`src/gnr_pkg.sv`:
```
package gnr_pkg;

  localparam int SRC_W = 11;

  localparam logic [1:0] KIND_CLEAR = 2'd0;
  localparam logic [1:0] KIND_GATE  = 2'd1;
  localparam logic [1:0] KIND_WIRE  = 2'd2;
  localparam logic [1:0] KIND_EVAL  = 2'd3;

  localparam logic [2:0] GT_AND  = 3'd0;
  localparam logic [2:0] GT_OR   = 3'd1;
  localparam logic [2:0] GT_NOT  = 3'd2;
  localparam logic [2:0] GT_XOR  = 3'd3;
  localparam logic [2:0] GT_NAND = 3'd4;
  localparam logic [2:0] GT_NOR  = 3'd5;
  localparam logic [2:0] GT_XNOR = 3'd6;

  localparam logic [1:0] SRC_INPUT = 2'd0;
  localparam logic [1:0] SRC_GATE  = 2'd1;

  localparam logic       TO_PIN = 1'b0;

  typedef enum logic [10:0] {
    ST_IDLE = 11'b000_0000_0001,
    ST_CLR  = 11'b000_0000_0010,
    ST_ORD  = 11'b000_0000_0100,
    ST_PIN  = 11'b000_0000_1000,
    ST_SRC  = 11'b000_0001_0000,
    ST_OWN  = 11'b000_0010_0000,
    ST_UPD  = 11'b000_0100_0000,
    ST_OSRC = 11'b000_1000_0000,
    ST_OUPD = 11'b001_0000_0000,
    ST_END  = 11'b010_0000_0000,
    ST_RES  = 11'b100_0000_0000
  } state_e;

  typedef struct packed {
    logic clr_net;
    logic add_gate;
    logic add_wire;
    logic eval_start;
    logic clr_step;
    logic clr_pins;
    logic own_rd;
    logic out_rd;
    logic src_eval;
    logic gate_upd;
    logic bit_upd;
    logic sweep_end;
    logic next_sweep;
    logic emit;
  } cmd_t;

  typedef struct packed {
    logic clr_last;
    logic gate_last;
    logic no_gates;
    logic bit_last;
    logic changed;
    logic sweep_last;
    logic out_free;
  } sts_t;

endpackage

```
`src/gnr_ctrl.sv`:
```
module gnr_ctrl import gnr_pkg::*; (
  input  logic       clk_i,
  input  logic       rst_ni,
  input  logic       in_valid_i,
  input  logic [1:0] in_kind_i,
  output logic       in_ready_o,
  input  sts_t       sts_i,
  output cmd_t       cmd_o
);

  state_e state_q, state_d;
  logic   pins_q, pins_d;
  logic   acc;

  assign in_ready_o = (state_q == ST_IDLE);
  assign acc        = in_valid_i && in_ready_o;

  always_comb begin
    state_d = state_q;
    pins_d  = pins_q;
    cmd_o   = '0;
    case (state_q)
      ST_IDLE: begin
        if (acc) begin
          case (in_kind_i)
            KIND_CLEAR: begin
              cmd_o.clr_net = 1'b1;
              pins_d        = 1'b1;
              state_d       = ST_CLR;
            end
            KIND_GATE: cmd_o.add_gate = 1'b1;
            KIND_WIRE: cmd_o.add_wire = 1'b1;
            KIND_EVAL: begin
              cmd_o.eval_start = 1'b1;
              pins_d           = 1'b0;
              state_d          = ST_CLR;
            end
            default: ;
          endcase
        end
      end
      ST_CLR: begin
        cmd_o.clr_step = 1'b1;
        cmd_o.clr_pins = pins_q;
        if (sts_i.clr_last) begin
          if (pins_q) begin
            state_d = ST_IDLE;
          end else if (sts_i.no_gates) begin
            state_d = ST_OSRC;
          end else begin
            state_d = ST_ORD;
          end
        end
      end
      ST_ORD: state_d = ST_PIN;
      ST_PIN: state_d = ST_SRC;
      ST_SRC: state_d = ST_OWN;
      ST_OWN: begin
        cmd_o.own_rd   = 1'b1;
        cmd_o.src_eval = 1'b1;
        state_d        = ST_UPD;
      end
      ST_UPD: begin
        cmd_o.gate_upd = 1'b1;
        state_d        = sts_i.gate_last ? ST_OSRC : ST_ORD;
      end
      ST_OSRC: begin
        cmd_o.out_rd = 1'b1;
        state_d      = ST_OUPD;
      end
      ST_OUPD: begin
        cmd_o.bit_upd = 1'b1;
        state_d       = sts_i.bit_last ? ST_END : ST_OSRC;
      end
      ST_END: begin
        cmd_o.sweep_end = 1'b1;
        if (!sts_i.changed || sts_i.sweep_last) begin
          state_d = ST_RES;
        end else begin
          cmd_o.next_sweep = 1'b1;
          state_d          = sts_i.no_gates ? ST_OSRC : ST_ORD;
        end
      end
      ST_RES: begin
        if (sts_i.out_free) begin
          cmd_o.emit = 1'b1;
          state_d    = ST_IDLE;
        end
      end
      default: state_d = ST_IDLE;
    endcase
  end

  always_ff @(posedge clk_i or negedge rst_ni) begin
    if (!rst_ni) begin
      state_q <= ST_CLR;
      pins_q  <= 1'b1;
    end else begin
      state_q <= state_d;
      pins_q  <= pins_d;
    end
  end

endmodule

```
`config.mk`:
```
export PLATFORM = sky130hd
export DESIGN_NAME = gnr_ctrl
export DESIGN_NICKNAME = d
export VERILOG_FILES = /design/src/gnr_pkg.sv /design/src/gnr_ctrl.sv
export SDC_FILE = /design/constraint.sdc
export NUM_CORES = 1
export LEC_CHECK = 0
export ABC_AREA = 1
export BUFFER_PORTS_ARGS = -buffer_cell sky130_fd_sc_hd__buf_2
export CORE_MARGIN = 10
export CORE_UTILIZATION = 25
export DETAILED_ROUTE_END_ITERATION = 7
export HOLD_SLACK_MARGIN = 0.02
export PLACE_DENSITY = 0.48
export SLEW_MARGIN = 10
export SYNTH_ARGS = -nofsm -noshare
export SYNTH_HDL_FRONTEND = slang
export SYNTH_SLANG_ARGS = --single-unit
```
`constraint.sdc`:
```
create_clock -name clk_i -period 2 [get_ports clk_i]
set_clock_uncertainty 0.2 [all_clocks]
set_input_delay 0.1 -clock clk_i [delete_from_list [all_inputs] [get_ports clk_i]]
set_output_delay 0.1 -clock clk_i [all_outputs]
set_load 0.03 [all_outputs]
```
==> Word level (Yosys, flattened, before mapping) <==
Index checks and enable logic that the tools add are counted.
{ "op_classes": {"n_eq_ne": 18, "n_mux": 26, "n_reduce_logical": 8} }
{ "ops": {"columns": ["cell", "n"], "rows": [
  ["$pmux W11 S11", 1],
  ["$mux W11", 6],
  ["$mux W8", 2],
  ["$eq A11 B1 Y1 const B", 1],
  ["$eq A11 B10 Y1 const B", 1],
  ["$eq A11 B11 Y1 const B", 1],
  ["$eq A11 B2 Y1 const B", 1],
  ["$eq A11 B3 Y1 const B", 1],
  ["$eq A11 B4 Y1 const B", 1],
  ["$eq A11 B5 Y1 const B", 1],
  ["$eq A11 B6 Y1 const B", 1],
  ["$eq A11 B7 Y1 const B", 1],
  ["$eq A11 B8 Y1 const B", 1],
  ["$eq A11 B9 Y1 const B", 1],
  ["$mux W1", 11],
  ["$mux W10", 1],
  ["$mux W4", 2],
  ["$ne A2 B2 Y1 const B", 3],
  ["$eq A2 B2 Y1 const B", 2],
  ["$mux W2", 2],
  ["$reduce_and A4 Y1", 1],
  ["$reduce_and A3 Y1", 1],
  ["$eq A2 B1 Y1 const B", 1],
  ["$logic_not A2 Y1", 1],
  ["7 further kinds", 7]
]} }
{ "word_totals": {"register_bits": 12, "input_bits": 12, "out_inout_bits": 15} }

==> Longest topological paths before layout <==
{ "depth": {"word_depth": 5, "mapped_depth": 10, "depth_no_buf": 10} }

==> Worst setup path after synthesis <==
No wires, ideal clock.
{ "synth_path": {"kind": "flip-flop to output port", "start": "reg state_q[10]", "end": "out cmd_o[10] in the netlist's numbering", "arrival_ns": 1.615, "required_time_ns": 1.700, "setup_slack_ns": 0.085, "stages_incl_launch_ff": 8, "path_buffers": 0, "cell_sequence": "dfrtp_1 -> nor2_1 -> nand2_2 -> nor2_1 -> nand2_1 -> inv_1 -> nand2_1 -> nor2_1"} }
{ "synth_rtl": {"columns": ["element", "line", "text"], "rows": [
  ["start, declared", "gnr_ctrl.sv:11", "state_e state_q, state_d;"],
  ["start signal, assigned", "gnr_ctrl.sv:99", "state_q <= state_d;"],
  ["end, declared", "gnr_ctrl.sv:8", "output cmd_t cmd_o"]
]} }

==> run metrics <==
outcome completed; fillers 368; setup ws final 138 ps; Yosys reg bits 12; Yosys cell types 25; final wirelength 2.29 mm; DP HPWL 1.83 mm; final global-route overflow total 0; Final Setup Violations 0; hold_ws 59.2 ps; fin cells 219; H-Tree Depth 1; # nets final 190; f_max 537 MHz; crit path launch type register; root buf cell clkbuf_8; router iterations before antenna repair 3; 1st-iter DRT viols 35; crit path DAT 1560 ps; cell count after synthesis 137; Power Dens Cells 809 nW/µm²; DRT antenna net count 0; remaining routing DRC violations 0; Top-Level Pins 27; largest net degree at the start of global routing 13; post-CTS setup buffer count 0; setup slack at placement 305 ps; Final Hold Viols 0; drt via density 3.96; Yosys top cell area share 0.274; period utilisation layout 0.931; commonest non-fill, non-tap cell in the layout inv_1; endpoint class of the critical path output port; min cycle time layout 1860 ps; Critical Path Most Common Cell nand2_2; syn avg cell area 6.66 µm²; vias in the first global route 899; register area share after synthesis 0.332; most frequent cells in the layout inv_1 (36), nor2_1 (25), nand2_1 (25); initial core utilization 0.265; Least-Margin Pin Slew 295 ps; n_diodes 0; core footprint 3440 µm²; slowest stage cell, crit path dfrtp_1; Slew Limit Fails 0; routed len/inst 10.4 µm; die width 80.4 µm; worst hold path type input port to register; Layout area overhead 36.8%; initial antenna violation count 0; largest cells by area after synthesis dfrtp_1 (27%), inv_1 (15%), nand2_1 (11%); IO buf count 26; Peak VDD IR 0.456 mV; Crit Path Max Fanout 3; total die area 6460 µm²; first-pass GRT wire length 3.86 mm; Overall Power 1.01 mW; CTS clk-pin slew, worst paths 50 ps; final core utilization 0.362; TritonCTS buffer count 3; clk sinks 12; gr usage total 0.0752; share of cells above drive strength 1 0.306; CTS tree done; CP Cell Sequence nor2_2 -> nand2_2 -> nor2_4 -> nand2_4 -> nor2_8 -> nand2_2 -> inv_1 -> buf_2; Die Y 80.4 µm; Pleak 0.784 nW; max_cap viols 0; Critical Path RT 1700 ps; storage element area 303 µm²; synthesized area 912 µm²; multi-input logic area 483 µm²; GPL Wtd Cong 0.751; Mapped Nets 153; Placed Cells 208; clk_lat worst skew 240 ps; vias 867; Yosys Warn Count 0; # rows 21; Max clock buf depth 2; Crit Path Category register to output port; worst stage delay on the critical path 400 ps; relative max-transition margin 0.803; cell taking the most area after synthesis dfrtp_1
## cells in the mapped netlist
library cell	number
nor3_1	1
and2_1	1
o21ai_1	1
nor4_1	1
o32ai_1	1
o21ai_0	3
ha_1	4
nor2_2	6
dfrtp_1	10
nand2_4	1
or2_2	1
nor2_1	26
nand3_1	1
nand2_1	26
buf_4	1
nand4_1	1
nand3_2	1
nand2_2	6
nor2_4	1
o22ai_1	1
nor2_8	1
inv_1	37
nor3_2	1
a21oi_1	2
dfstp_2	2
## sequential cells by signal, indices dropped and copies added, names as in the netlist
signal	cells
state_q	11
pins_q	1
## layout make-up
| cell class | instances | share of cell area |
|---|---|---|
| tap | 46 | 0.0461 |
| sequential | 12 | 0.243 |
| timing repair buffer | 33 | 0.169 |
| multi-input combinational | 87 | 0.387 |
| clock buffer | 4 | 0.0441 |
| inverter | 37 | 0.111 |
## power breakdown
group          internal (mW)  leakage [nW]  switching, mW
registers              0.281         0.158         0.0169
logic                  0.152         0.598          0.290
clock network          0.174        0.0288         0.0950
total                  0.608         0.784          0.402
## critical path, delay by kind of cell, from the launching register on
family                 cells  cell delay [ps]
buffers and inverters      2              250
AND/OR/NAND/NOR            6              680
flip-flops                 1              400
## through the flow
step	instance area (µm²)	TNS, ps
5_1_grt	1250	-42.7
2_1_floorplan	912	0
3_5_place_dp	1090	0
6_report	1250	0
4_1_cts	1220	0
3_3_place_gp	1090	0
## cells by family after synthesis
group,share of synthesized area
simple gates,0.403
buf+inv,0.160
compound gates,0.0494
flops,0.332
fa+ha+maj,0.0549
## path summary, 6_finish.rpt
| check | startpoint | slack, ps | to | cells after the start |
|---|---|---|---|---|
| setup / recovery | state_q[2] | 140 | cmd_o[1] | 8 |
| hold / removal | sts_i[2] | 60 | state_q[10] | 4 |
| setup reg to reg | state_q[10] | 380 | state_q[0] | 10 |
| hold reg to reg | pins_q | 400 | pins_q | 4 |
| max in group asynchronous | rst_ni | 1250 | pins_q | 2 |
| min in group asynchronous | rst_ni | 70 | state_q[4] | 2 |
## per-layer routing
layer  vias to the layer above  global-route usage  part of all wire
met3                         4              0.0334             0.064
met4                         0              0.0317             0.012
met1                       378              0.0879              0.46
met2                        18               0.116              0.46
met5                         -                   0                 0
li1                        467                   -                 -
## repair_timing
action                                  CTS  global route
resized for setup                         0            14
endpoints found under the setup margin    0             5
hold endpoints to repair                 18             0
hold buffers                              7             0
Power figures use the tool's default switching activity.
